## src/design/jse_pkg.sv

```systemverilog
`default_nettype none
// ----------------------------------------------------------------------------
// JSON string escaper package
// Shared payload types, run classification codes and escape helpers.
// ----------------------------------------------------------------------------
package jse_pkg;

	localparam int FIFO_DEPTH = 4;
	localparam int PTR_W      = $clog2(FIFO_DEPTH);
	localparam int CNT_W      = $clog2(FIFO_DEPTH + 1);
	localparam int IDX_W      = 3;

	localparam logic [7:0] CH_BSLASH = 8'h5C;
	localparam logic [7:0] CH_QUOTE  = 8'h22;
	localparam logic [7:0] CH_U      = 8'h75;
	localparam logic [7:0] CH_ZERO   = 8'h30;
	localparam logic [7:0] CH_DEL    = 8'h7F;

	// Position of each byte within a run.
	localparam logic [IDX_W-1:0] POS_FIRST  = 3'd0;
	localparam logic [IDX_W-1:0] POS_SECOND = 3'd1;
	localparam logic [IDX_W-1:0] POS_ZERO_A = 3'd2;
	localparam logic [IDX_W-1:0] POS_ZERO_B = 3'd3;
	localparam logic [IDX_W-1:0] POS_HEX_HI = 3'd4;
	localparam logic [IDX_W-1:0] POS_HEX_LO = 3'd5;

	typedef enum logic [1:0] {
		KIND_PLAIN,
		KIND_SHORT,
		KIND_UNICODE
	} kind_t;

	typedef struct packed {
		logic [7:0] in_byte;
		logic       end_of_string;
	} in_item_t;

	typedef struct packed {
		logic [7:0] out_byte;
		logic       run_last;
		logic       string_last;
	} out_item_t;

	// One classified input byte. For a short escape, data holds the letter.
	typedef struct packed {
		kind_t      kind;
		logic [7:0] data;
		logic       eos;
	} class_t;

	function automatic logic [7:0] hex_char(input logic [3:0] nib);
		logic [7:0] c;
		if (nib < 4'd10) begin
			c = 8'h30 + {4'd0, nib};
		end else begin
			c = 8'h57 + {4'd0, nib};
		end
		return c;
	endfunction

endpackage : jse_pkg
`default_nettype wire

```

## src/design/jse_front.sv

```systemverilog
`default_nettype none
// ----------------------------------------------------------------------------
// JSON escaper front end
// Classifies each accepted byte as plain, short escape or unicode escape.
// ----------------------------------------------------------------------------
module jse_front
	import jse_pkg::*;
(
	input  var in_item_t item,
	output var class_t   cls
);

	always_comb begin
		cls.eos  = item.end_of_string;
		cls.kind = KIND_SHORT;
		cls.data = item.in_byte;
		case (item.in_byte) inside
			CH_QUOTE, CH_BSLASH: begin
				cls.data = item.in_byte;
			end
			8'h08: begin
				cls.data = 8'h62;
			end
			8'h0C: begin
				cls.data = 8'h66;
			end
			8'h0A: begin
				cls.data = 8'h6E;
			end
			8'h0D: begin
				cls.data = 8'h72;
			end
			8'h09: begin
				cls.data = 8'h74;
			end
			[8'h00:8'h1F], CH_DEL: begin
				cls.kind = KIND_UNICODE;
			end
			default: begin
				cls.kind = KIND_PLAIN;
			end
		endcase
	end

endmodule : jse_front
`default_nettype wire

```

## src/design/jse_fifo.sv

```systemverilog
`default_nettype none
// ----------------------------------------------------------------------------
// JSON escaper classification queue
// Short register queue that decouples the front end from the serializer.
// ----------------------------------------------------------------------------
module jse_fifo
	import jse_pkg::*;
(
	input  var logic   clk,
	input  var logic   arst_n,
	input  var logic   wr_en,
	input  var class_t wr_data,
	output var logic   full,
	input  var logic   rd_en,
	output var class_t rd_data,
	output var logic   rd_valid
);

	class_t             mem_q [FIFO_DEPTH];
	logic [PTR_W-1:0]   wr_ptr_q;
	logic [PTR_W-1:0]   rd_ptr_q;
	logic [CNT_W-1:0]   count_q;

	assign full     = (count_q == CNT_W'(FIFO_DEPTH));
	assign rd_valid = (count_q != '0);
	assign rd_data  = mem_q[rd_ptr_q];

	always_ff @(posedge clk) begin
		if (wr_en) begin
			mem_q[wr_ptr_q] <= wr_data;
		end
	end

	always_ff @(posedge clk or negedge arst_n) begin
		if (!arst_n) begin
			wr_ptr_q <= '0;
			rd_ptr_q <= '0;
			count_q  <= '0;
		end else begin
			if (wr_en) begin
				wr_ptr_q <= (wr_ptr_q == PTR_W'(FIFO_DEPTH - 1)) ? '0 : wr_ptr_q + 1'b1;
			end
			if (rd_en) begin
				rd_ptr_q <= (rd_ptr_q == PTR_W'(FIFO_DEPTH - 1)) ? '0 : rd_ptr_q + 1'b1;
			end
			if (wr_en && !rd_en) begin
				count_q <= count_q + 1'b1;
			end else if (rd_en && !wr_en) begin
				count_q <= count_q - 1'b1;
			end
		end
	end

	a_count_bound: assert property (@(posedge clk) disable iff (!arst_n)
		count_q <= CNT_W'(FIFO_DEPTH))
		else $error("queue count exceeds depth");

	a_no_underflow: assert property (@(posedge clk) disable iff (!arst_n)
		rd_en |-> rd_valid)
		else $error("queue read while empty");

	a_no_overflow: assert property (@(posedge clk) disable iff (!arst_n)
		wr_en |-> !full)
		else $error("queue written while full");

endmodule : jse_fifo
`default_nettype wire

```

## src/design/jse_back.sv

```systemverilog
`default_nettype none
// ----------------------------------------------------------------------------
// JSON escaper serializer
// Expands each classified byte into its run and holds it in the result register.
// ----------------------------------------------------------------------------
module jse_back
	import jse_pkg::*;
(
	input  var logic      clk,
	input  var logic      arst_n,
	input  var class_t    head,
	input  var logic      head_valid,
	output var logic      head_pop,
	output var out_item_t result,
	output var logic      empty,
	input  var logic      pop
);

	logic [IDX_W-1:0] idx_q;
	logic             out_valid_q;
	out_item_t        out_q;
	logic             load;
	logic [7:0]       sel_byte;
	logic             sel_last;

	always_comb begin
		sel_byte = CH_BSLASH;
		sel_last = 1'b0;
		case (head.kind)
			KIND_PLAIN: begin
				sel_byte = head.data;
				sel_last = 1'b1;
			end
			KIND_SHORT: begin
				if (idx_q != POS_FIRST) begin
					sel_byte = head.data;
					sel_last = 1'b1;
				end
			end
			KIND_UNICODE: begin
				case (idx_q)
					POS_FIRST:  sel_byte = CH_BSLASH;
					POS_SECOND: sel_byte = CH_U;
					POS_ZERO_A: sel_byte = CH_ZERO;
					POS_ZERO_B: sel_byte = CH_ZERO;
					POS_HEX_HI: sel_byte = hex_char(head.data[7:4]);
					default: begin
						sel_byte = hex_char(head.data[3:0]);
						sel_last = 1'b1;
					end
				endcase
			end
			default: begin
				sel_byte = head.data;
				sel_last = 1'b1;
			end
		endcase
	end

	// The result register refills in the same cycle its byte is transferred.
	assign load     = head_valid && (!out_valid_q || pop);
	assign head_pop = load && sel_last;
	assign empty    = !out_valid_q;
	assign result   = out_q;

	always_ff @(posedge clk) begin
		if (load) begin
			out_q.out_byte    <= sel_byte;
			out_q.run_last    <= sel_last;
			out_q.string_last <= sel_last && head.eos;
		end
	end

	always_ff @(posedge clk or negedge arst_n) begin
		if (!arst_n) begin
			idx_q       <= POS_FIRST;
			out_valid_q <= 1'b0;
		end else begin
			if (load) begin
				idx_q       <= sel_last ? POS_FIRST : idx_q + 1'b1;
				out_valid_q <= 1'b1;
			end else if (pop) begin
				out_valid_q <= 1'b0;
			end
		end
	end

	a_idx_range: assert property (@(posedge clk) disable iff (!arst_n)
		idx_q <= POS_HEX_LO)
		else $error("run position out of range");

	a_run_holds_head: assert property (@(posedge clk) disable iff (!arst_n)
		(idx_q != POS_FIRST) |-> head_valid)
		else $error("run in progress without a queued byte");

	a_string_last_ends_run: assert property (@(posedge clk) disable iff (!arst_n)
		(out_valid_q && out_q.string_last) |-> out_q.run_last)
		else $error("string end flagged inside a run");

endmodule : jse_back
`default_nettype wire

```

## src/design/json_string_escaper.sv

```systemverilog
`default_nettype none
// ----------------------------------------------------------------------------
// JSON string escaper
// Takes one string byte per transfer and returns its JSON-escaped run.
// ----------------------------------------------------------------------------
// A run's first byte reaches the result ports via the queue and then the
// result register. The single result register sends one byte per cycle
// while pop is held and a byte is queued; plain bytes enter one per cycle
// while not full, and the four-entry queue absorbs two- or six-byte escape
// runs. Reset clears the queue, the result register and the run position.
// ----------------------------------------------------------------------------
module json_string_escaper
	import jse_pkg::*;
(
	input  var logic      clk,
	input  var logic      arst_n,
	input  var logic      push,
	output var logic      full,
	input  var in_item_t  item,
	output var logic      empty,
	input  var logic      pop,
	output var out_item_t result
);

	class_t cls;
	class_t head;
	logic   head_valid;
	logic   head_pop;

	jse_front u_front (
		.item (item),
		.cls  (cls)
	);

	jse_fifo u_fifo (
		.clk      (clk),
		.arst_n   (arst_n),
		.wr_en    (push && !full),
		.wr_data  (cls),
		.full     (full),
		.rd_en    (head_pop),
		.rd_data  (head),
		.rd_valid (head_valid)
	);

	jse_back u_back (
		.clk        (clk),
		.arst_n     (arst_n),
		.head       (head),
		.head_valid (head_valid),
		.head_pop   (head_pop),
		.result     (result),
		.empty      (empty),
		.pop        (pop)
	);

endmodule : json_string_escaper
`default_nettype wire
```

## config.mk

```make
export PLATFORM = sky130hd
export DESIGN_NAME = json_string_escaper
export DESIGN_NICKNAME = d
export VERILOG_FILES = /design/src/design/jse_pkg.sv /design/src/design/jse_front.sv /design/src/design/jse_fifo.sv /design/src/design/jse_back.sv /design/src/design/json_string_escaper.sv
export SDC_FILE = /design/constraint.sdc
export NUM_CORES = 1
export LEC_CHECK = 0
export BUFFER_PORTS_ARGS = -buffer_cell sky130_fd_sc_hd__buf_2
export CAP_MARGIN = 10
export CORE_ASPECT_RATIO = 1.5
export CORE_MARGIN = 8
export CORE_UTILIZATION = 50
export DETAILED_ROUTE_END_ITERATION = 16
export PLACE_DENSITY = 0.72
export SYNTH_ARGS = -nofsm -noshare
export SYNTH_HDL_FRONTEND = slang
export SYNTH_SLANG_ARGS = --single-unit
export TNS_END_PERCENT = 20
```

## constraint.sdc

```tcl
create_clock -name clk -period 3.16 [get_ports clk]
set_input_delay 0 -clock clk [delete_from_list [all_inputs] [get_ports clk]]
set_output_delay 0 -clock clk [all_outputs]
set_load 0.03 [all_outputs]
```

==> results of run 1 <==
-- synth_stat cells, types with 2 or more instances --
| library cell | number |
|---|---|
| edfxtp_1 | 54 |
| inv_1 | 22 |
| nor2_1 | 21 |
| nand2_1 | 19 |
| ha_1 | 15 |
| o21ai_0 | 13 |
| dfrtp_1 | 11 |
| and2_1 | 7 |
| mux4_1 | 7 |
| a21oi_1 | 6 |
| o22ai_1 | 5 |
| mux4_2 | 4 |
| nor2b_1 | 4 |
| a21o_1 | 3 |
| a31oi_1 | 3 |
| mux2_2 | 3 |
| nand2b_1 | 3 |
| nand3_1 | 3 |
| nor4_1 | 3 |
| o211ai_1 | 3 |
| clkbuf_1 | 2 |
| clkbuf_8 | 2 |
| nor3_1 | 2 |
| nor3b_1 | 2 |
| o22a_1 | 2 |
| xor2_1 | 2 |
-- per-stage QoR --
step           setup slack, ns  power, W  hold slack [ns]  util, %
2_1_floorplan          0.00377   0.00274           -0.296        -
3_3_place_gp             0.211   0.00314           -0.106     54.0
3_5_place_dp            0.0888   0.00320           -0.103     54.0
4_1_cts                 0.0645   0.00397           0.0422     58.0
5_1_grt                 0.0104   0.00431           0.0766     58.2
6_report                 0.219   0.00400           0.0633     58.2
-- sequential cells by signal, indices dropped and copies added (netlist names) --
name,cells
u_fifo.count_q,3
u_back.result,10
u_fifo.mem_q,44
u_fifo.rd_ptr_q,2
u_back.idx_q,3
u_back.out_valid_q,1
u_fifo.wr_ptr_q,2
-- worst register-to-register path: stages (launching register included) --
cell	delay, ns
dfrtp_2	0.40
mux4_1	0.62
ha_4	0.32
a21o_1	0.16
a21oi_2	0.05
nor2_1	0.22
inv_1	0.07
ha_1	0.22
inv_1	0.08
fa_1	0.41
mux2_2	0.27
-- worst paths after layout --
check                                                from                        endpoint  depth (start not counted)
setup / recovery           u_fifo.rd_ptr_q[0]$_DFFE_PN0P_   u_fifo.count_q[1]$_DFFE_PN0P_                         10
hold / removal                                     arst_n   u_fifo.count_q[0]$_DFFE_PN0P_                          2
setup reg to reg           u_fifo.rd_ptr_q[0]$_DFFE_PN0P_   u_fifo.count_q[1]$_DFFE_PN0P_                         10
hold reg to reg             u_fifo.count_q[2]$_DFFE_PN0P_   u_fifo.count_q[2]$_DFFE_PN0P_                          1
max in group asynchronous                          arst_n  u_fifo.rd_ptr_q[0]$_DFFE_PN0P_                          2
min in group clk                                  item[5]    u_fifo.mem_q[2][5]$_DFFE_PP_                          2
-- cells in the final DEF, fill, tap and decap left out, types with 2 or more instances in the layout --
cell type / instances
a21o_1: 3
a21oi_1: 5
a31oi_1: 3
and2_1: 7
buf_2: 24
buf_4: 5
bufinv_16: 2
clkbuf_1: 3
clkbuf_8: 10
dfrtp_1: 10
dlygate4sd3_1: 4
edfxtp_1: 54
ha_1: 14
inv_1: 22
mux2_2: 3
mux4_1: 6
mux4_2: 5
nand2_1: 19
nand2b_1: 3
nand3_1: 3
nor2_1: 21
nor2b_1: 4
nor3_1: 2
nor3b_1: 2
nor4_1: 3
o211ai_1: 3
o21ai_0: 13
o22a_1: 2
o22ai_1: 5
xor2_1: 2
-- cell type report --
class	count	area [um2]	area share (%)
flip-flops and latches	65	1900	51.0
multi-input cells	153	1240	33.2
repair buffers	33	198	5.31
clock buffers	13	149	4.00
well taps	76	95.1	2.55
inverters	22	82.6	2.22
clock inverters	3	65.1	1.75
-- layer usage --
metal	GRT usage [%]	routed length, um	vias up
met2	26.0	3400	32
met5	0	0	-
met4	5.76	82	0
met1	15.2	2390	998
li1	-	-	996
met3	3.83	217	9
-- what timing repair did --
action / 4_1_cts / 5_1_grt
endpoints found under the hold margin: 20 / 0
hold buffers: 4 / 0
resized for setup: 0 / 4
endpoints found under the setup margin: 0 / 2
-- power groups by stage --
stage | clock network (W) | registers, W | logic [W]
after floorplan | 0 | 0.00150 | 0.00124
after global placement | 0 | 0.00137 | 0.00177
after detailed placement | 0 | 0.00138 | 0.00182
after CTS | 0.000774 | 0.00137 | 0.00183
after global routing | 0.000820 | 0.00139 | 0.00209
final | 0.000769 | 0.00136 | 0.00187
-- logic make-up (layout without fill, tap and decap cells) --
kind of cell | count (synthesis) | in the layout | share of synthesized area, %
and+or+nand+nor | 72 | 72 | 11.3
DFF | 65 | 65 | 58.4
AOI/OAI and AO/OA | 48 | 48 | 9.74
buffers and inverters | 27 | 71 | 3.96
adders and majority gates | 16 | 16 | 6.39
muxes | 14 | 14 | 9.47
xor gates and xnor gates | 3 | 3 | 0.808
==> results.toml, run 1 <==
[outcome]
status = "completed"

[synthesis]
ys_seq_area_share_pct = 58.4
synth_edf_count = 54
synth_ff_type = "edfxtp_1"
ys_ff_latch = 65
syn_avg_cell_area_um2 = 13.3
ys_async_sr_fraction_pct = 16.9
syn_nets = 274
netlist_area_um2 = 3250
syn_inst = 245
yosys_warnings = 0
netlist.area_leader.share_pct = 49.9
ys_types = 50
synth_area_leader_cell = "edfxtp_1"
synth.area.top_cells = "edfxtp_1, dfrtp_1, ha_1"

[timing]
fin_setup_tns_ns = 0
min_period_over_period_pct = 93.1
relSlewSlack_pct = 59.4
fin_crit_ns = 2.94
hold_viol = 0
report.final.setup_viol = 0
maxSlewViolCount = 0
max_freq_ghz = 0.340
grt_setup_unrepaired = "false"
worstMarginPinSlew_ns = 0.604
skew_ns = 0.0106

[floorplan]
die_y_um = 115
design.die.area_um2 = 9390
placementRows = 36
start_util_pct = 50.8
fp.dieW_um = 81.8
core_region_area_um2 = 6400
num_io_pins = 25

[pwr]
switching_share_pct = 38.0
power_leakage_nw = 1.46
peakVddDrop_mv = 0.465
clkPwrFrac_pct = 19.2
sequentialPowerShare_pct = 34.1
combPwrFrac_pct = 46.7
powerDensity_nw_per_um2 = 1070
switchingPower_w = 0.00152
internal_power_w = 0.00248

[worst_setup_path]
worstPathRequired_ns = 3.38
worstPathCellList = "mux4_1 > ha_4 > a21o_1 > a21oi_2 > nor2_1 > inv_1 > ha_1 > inv_1 > fa_1 > mux2_2"
worstSetupEndpointType = "flop"
worst-path-max-fanout = 5
path_buf_inv = 2
startpoint_type = "flop"
cp_common_cell = "inv_1"
r2r_setup_slack_ns = 0.22
crit_type = "reg2reg"
critical_path.slowest_cell = "mux4_1"
path_delay_family = "adder cells"
arrival_ns = 3.16
cpPeakStageDelay_ns = 0.62

[placement]
place_area_um2 = 3460
dpl.cell_count = 345
place_hpwl_mm = 4.45
gp_congestion = 0.908
portBuffers = 24

[cells_and_area]
diodes = 0
num-nets-final = 313
layout.filler_cells = 531
fin_area_um2 = 3720
stdcell_count = 365
synthToLayoutAreaGrowth_pct = 14.6
drive_gt1_share_pct = 20.4

[global_routing]
grt_usage_pct = 14.4
grt_pass1_wl_mm = 10.3
grt_max_degree = 15
grt_remaining_overflow = 0
grt_pass1_vias = 2138
antenna_found_initial = 0

[routing]
avgRoutedWirePerCell_um = 16.7
antenna_left = 0
drtIter0Drc = 109
drc = 0
routed_wl_mm = 6.09
vias = 2035
vias_per_cell = 5.58
firstDrtPassIters = 4

[clock_network]
clock_latency_ns = 0.34
numCtsBuffers = 9
tritoncts = "yes"
cts_buffer_depth = 2
root_buffer = "clkbuf_8"
htreeDepth = 3
postCtsSetupBuffers = 0
clkTransAtPathRegs_ns = 0.07
clock_sinks = 65

[flow_run]
cap_violations = 0

[worst_hold_path]
hp-class = "in2async"
Power figures use the tool's default switching activity.
==> inputs of run 2 (changes only) <==
--- a/config.mk
+++ b/config.mk
@@ -9,9 +9,10 @@
 export CAP_MARGIN = 10
 export CORE_ASPECT_RATIO = 1.5
 export CORE_MARGIN = 8
-export CORE_UTILIZATION = 50
+export CORE_UTILIZATION = 30
 export DETAILED_ROUTE_END_ITERATION = 16
-export PLACE_DENSITY = 0.72
+export GPL_TIMING_DRIVEN = 1
+export PLACE_DENSITY = 0.48
 export SYNTH_ARGS = -nofsm -noshare
 export SYNTH_HDL_FRONTEND = slang
 export SYNTH_SLANG_ARGS = --single-unit
==> results.toml, run 2 (synthesis gave the netlist of run 1 again) <==
[outcome]
status = "completed"

[pwr]
sequentialPowerShare_pct = 32.6
peakVddDrop_mv = 0.349
clkPwrFrac_pct = 23.1
internal_power_w = 0.00262
power_leakage_nw = 1.50
switchingPower_w = 0.00157
total_power_w = 0.00418
powerDensity_nw_per_um2 = 1070
combPwrFrac_pct = 44.3
switching_share_pct = 37.5

[routing]
avgRoutedWirePerCell_um = 14.6
routed_wl_mm = 6.34
drc = 0
wl_met2_mm = 3.44
vias_per_cell = 4.72
firstDrtPassIters = 4
maxUsedRoutingLayer = "met4"
met3_length_um = 235
drtIter0Drc = 63
vias = 2055
routedLengthMet1_mm = 2.46
antenna_left = 0

[worst_setup_path]
arrival_ns = 3.20
crit_type = "reg2reg"
startpoint_type = "flop"
worstPathRequired_ns = 3.42
worstSetupEndpointType = "flop"
worst-path-max-fanout = 5

[timing]
skew_ns = 0.00608
fin_setup_tns_ns = 0
report.final.setup_viol = 0
maxSlewViolCount = 0
finalHoldWorstSlack_ns = 0.0545
max_freq_ghz = 0.340
fin_crit_ns = 2.94
relSlewSlack_pct = 59.3
grt_setup_unrepaired = "false"
min_period_over_period_pct = 93.1
worstMarginPinSlew_ns = 0.611
hold_viol = 0

[cells_and_area]
drive_gt1_share_pct = 21.0
fin_area_um2 = 3900
diodes = 0
num-nets-final = 315
layout.filler_cells = 1070
largest_register = "u_fifo.mem_q"
most-common-layout-cells = "edfxtp_1, buf_2, inv_1, nor2_1, nand2_1"
seqCellArea_um2 = 1900
synthToLayoutAreaGrowth_pct = 19.9
final_common_cell = "edfxtp_1"
multi_input_area_um2 = 1230
largest_reg_flops = 44

[floorplan]
fp.dieW_um = 101
core_region_area_um2 = 10600
design.die.area_um2 = 14500
num_io_pins = 25
start_util_pct = 30.7
placementRows = 46
die_y_um = 143

[clock_network]
cts_buffer_depth = 2
root_buffer = "clkbuf_16"
numCtsBuffers = 9
htreeDepth = 3
tritoncts = "yes"
postCtsSetupBuffers = 0
clock_sinks = 65
clkTransAtPathRegs_ns = 0.06
clock_latency_ns = 0.33

[placement]
place_hpwl_mm = 4.68
place_area_um2 = 3560
portBuffers = 24
gp_congestion = 0.796

[global_routing]
grt_max_degree = 15
grt_pass1_vias = 2185
grt_remaining_overflow = 0
antenna_found_initial = 0
grt_usage_pct = 9.71
grt_pass1_wl_mm = 10.6

[worst_hold_path]
hp-class = "in2reg"

[flow_run]
cap_violations = 0
[run 2: timing repair]
action,in CTS,in global routing
hold buffers,4,0
resized for setup,0,2
hold endpoints to repair,20,0
setup endpoints to repair,0,1
[run 2: metrics by stage]
| step | util, % | worst slack [ns] | instances |
|---|---|---|---|
| 2_1_floorplan | - | 0.00377 | 245 |
| 3_3_place_gp | 33.6 | 0.171 | 415 |
| 3_5_place_dp | 33.6 | 0.0747 | 415 |
| 4_1_cts | 36.8 | 0.0759 | 435 |
| 5_1_grt | 36.8 | 0.0176 | 435 |
| 6_report | 36.8 | 0.218 | 435 |
[run 2: power by group through the flow]
stage                     Sequential (W)  Clock (W)  Combinational, W
after global routing             0.00140    0.00103           0.00209
after floorplan                  0.00150          0           0.00124
after global placement           0.00138          0           0.00185
after CTS                        0.00137   0.000992           0.00187
final                            0.00137   0.000966           0.00185
after detailed placement         0.00139          0           0.00186
[run 2: final timing paths]
check	from	to	slack, ns	cells past startpoint
max	u_fifo.rd_ptr_q[0]$_DFFE_PN0P_	u_fifo.count_q[2]$_DFFE_PN0P_	0.22	13
min	item[5]	u_fifo.mem_q[3][5]$_DFFE_PP_	0.05	2
max reg2reg	u_fifo.rd_ptr_q[0]$_DFFE_PN0P_	u_fifo.count_q[2]$_DFFE_PN0P_	0.22	13
min reg2reg	u_fifo.count_q[2]$_DFFE_PN0P_	u_fifo.count_q[2]$_DFFE_PN0P_	0.49	1
max in group asynchronous	arst_n	u_fifo.rd_ptr_q[0]$_DFFE_PN0P_	2.85	2
min in group asynchronous	arst_n	u_back.out_valid_q$_DFFE_PN0P_	0.08	2
[run 2: cell type report]
cell class                 count  area share (%)
clock buffer                   9            5.78
tap                          144            4.62
inverter                      22            2.12
timing repair buffer          35            5.46
sequential                    65            48.7
multi-input combinational    153            31.5
clock inverter                 7            1.83
[run 2: layer usage]
layer / vias up / global-route usage [%]
met5: - / 0
met1: 1004 / 9.46
met3: 15 / 2.71
met2: 36 / 17.5
li1: 1000 / -
met4: 0 / 6.15
[run 2: worst max-delay path, stage by stage, from the launching register on]
cell,delay [ns]
dfrtp_2,0.41
mux4_1,0.59
inv_1,0.09
ha_1,0.24
a21o_1,0.23
a21oi_2,0.15
nor2_1,0.09
inv_1,0.06
ha_1,0.17
inv_1,0.06
fa_1,0.37
xor2_1,0.17
nor2_1,0.11
xor2_1,0.14
==> inputs of run 3 (changes only) <==
--- a/config.mk
+++ b/config.mk
@@ -16,4 +16,4 @@
 export SYNTH_ARGS = -nofsm -noshare
 export SYNTH_HDL_FRONTEND = slang
 export SYNTH_SLANG_ARGS = --single-unit
-export TNS_END_PERCENT = 20
+export TNS_END_PERCENT = 50
==> constraint.sdc (replaced) <==
create_clock -name clk -period 3.16 [get_ports clk]
set_input_delay 0.632 -clock clk [delete_from_list [all_inputs] [get_ports clk]]
set_output_delay 0.632 -clock clk [all_outputs]
set_load 0.03 [all_outputs]
==> results.toml, run 3 (synthesis gave the netlist of run 1 again) <==
[clock_network]
htreeDepth = 3
clock_sinks = 65
post_cts_resized = 0
postCtsSetupBuffers = 0
cts_hold_buf = 0
cts_buffer_depth = 2
root_buffer = "clkbuf_16"
clock_latency_ns = 0.33
clkTransAtPathRegs_ns = 0.06
numCtsBuffers = 9
tritoncts = "yes"

[worst_setup_path]
crit_type = "reg2reg"
worstPathRequired_ns = 3.42
worstPathCellList = "mux4_1 > inv_1 > ha_1 > a21o_1 > a21oi_2 > nor2_1 > inv_1 > ha_1 > inv_1 > fa_1 > xor2_1 > nor2_1 > xor2_1"
rr_endpoint = "u_fifo.count_q[2]$_DFFE_PN0P_"
startpoint_type = "flop"
critical_path.slowest_cell = "mux4_1"
cp_common_cell = "inv_1"
worst-path-max-fanout = 5
path_buf_inv = 3
crit_start = "u_fifo.rd_ptr_q[0]$_DFFE_PN0P_"
r2r_setup_slack_ns = 0.22
path_delay_family = "adder cells"
arrival_ns = 3.20
worstSetupEndpointType = "flop"
reg2reg_depth = 13
r2r-start = "u_fifo.rd_ptr_q[0]$_DFFE_PN0P_"
cpPeakStageDelay_ns = 0.58

[global_routing]
grt_usage_pct = 9.74
grt_pass1_vias = 2191
grt_max_degree = 15
grt_remaining_overflow = 0
grt_pass1_wl_mm = 10.6
antenna_found_initial = 0

[timing]
relSlewSlack_pct = 59.3
report.final.setup_viol = 0
hold_viol = 0
max_freq_ghz = 0.340
fin_setup_tns_ns = 0
fin_crit_ns = 2.94
maxSlewViolCount = 0
skew_ns = 0.00608
min_period_over_period_pct = 93.1
grt_setup_unrepaired = "false"
worstMarginPinSlew_ns = 0.611

[cells_and_area]
layout.filler_cells = 1071
seqCellArea_um2 = 1900
most-common-layout-cells = "edfxtp_1, buf_2, inv_1, nor2_1, nand2_1"
synthToLayoutAreaGrowth_pct = 18.7
fin_util_pct = 36.4
drive_gt1_share_pct = 21.3
num-nets-final = 311
stdcell_count = 431
multi_input_area_um2 = 1230
largest_reg_flops = 44
diodes = 0
final_common_cell = "edfxtp_1"
largest_register = "u_fifo.mem_q"

[floorplan]
die_y_um = 143
start_util_pct = 30.7
placementRows = 46
core_region_area_um2 = 10600
num_io_pins = 25
fp.dieW_um = 101
design.die.area_um2 = 14500

[routing]
antenna_left = 0
firstDrtPassIters = 4
avgRoutedWirePerCell_um = 14.7
drc = 0
drtIter0Drc = 59
vias_per_cell = 4.73
vias = 2039
routed_wl_mm = 6.33

[placement]
portBuffers = 24
gp_congestion = 0.796
dpl.cell_count = 415
place_hpwl_mm = 4.68

[worst_hold_path]
hp-class = "in2async"

[pwr]
powerDensity_nw_per_um2 = 1080
peakVddDrop_mv = 0.349
power_leakage_nw = 1.49

[outcome]
status = "completed"

[flow_run]
cap_violations = 0
==> run 3: cell types whose count changed in the layout (fill, tap and decap cells not counted), sizes merged <==
| cell | delta |
|---|---|
| dlygate4sd3 | -4 |
==> run 3: how the worst max path moves through the flow <==
stage                     slack (ns)                       endpoint  depth (start not counted)
after floorplan                0.004  u_fifo.count_q[2]$_DFFE_PN0P_                         13
after global placement          0.17  u_fifo.count_q[2]$_DFFE_PN0P_                         13
after detailed placement        0.07  u_fifo.count_q[2]$_DFFE_PN0P_                         13
after CTS                       0.08  u_fifo.count_q[2]$_DFFE_PN0P_                         13
after global routing            0.02  u_fifo.count_q[2]$_DFFE_PN0P_                         13
final                           0.22  u_fifo.count_q[2]$_DFFE_PN0P_                         13
==> run 3: cell type report <==
type	instances	area share [%]
Sequential cell	65	49.2
Multi-Input combinational cell	153	31.8
Clock buffer	9	5.84
Clock inverter	7	1.85
Inverter	22	2.14
Tap cell	144	4.67
Timing Repair Buffer	31	4.47
==> run 3: where the power goes <==
group | switching, W | internal (W)
combinational | 0.00111 | 0.000742
sequential | 0.000103 | 0.00126
clock | 0.000359 | 0.000608
total | 0.00157 | 0.00261
==> run 3: routing by layer <==
| layer | global-route usage [%] | wire (um) | part of all wire (%) |
|---|---|---|---|
| met1 | 9.46 | 2450 | 39 |
| met2 | 17.6 | 3450 | 54 |
| met3 | 2.71 | 235 | 3.7 |
| met4 | 6.15 | 194 | 3.1 |
| met5 | 0 | 0 | 0 |
==> run 3: stage by stage <==
| stage | area [um2] | hold WS [ns] | power [W] | setup WS (ns) |
|---|---|---|---|---|
| 4_1_cts | 3850 | 0.172 | 0.00423 | 0.0759 |
| 2_1_floorplan | 3250 | 0.336 | 0.00274 | 0.00377 |
| 6_report | 3860 | 0.171 | 0.00418 | 0.218 |
| 5_1_grt | 3860 | 0.180 | 0.00451 | 0.0176 |
| 3_3_place_gp | 3560 | 0.477 | 0.00323 | 0.171 |
| 3_5_place_dp | 3560 | 0.483 | 0.00324 | 0.0747 |
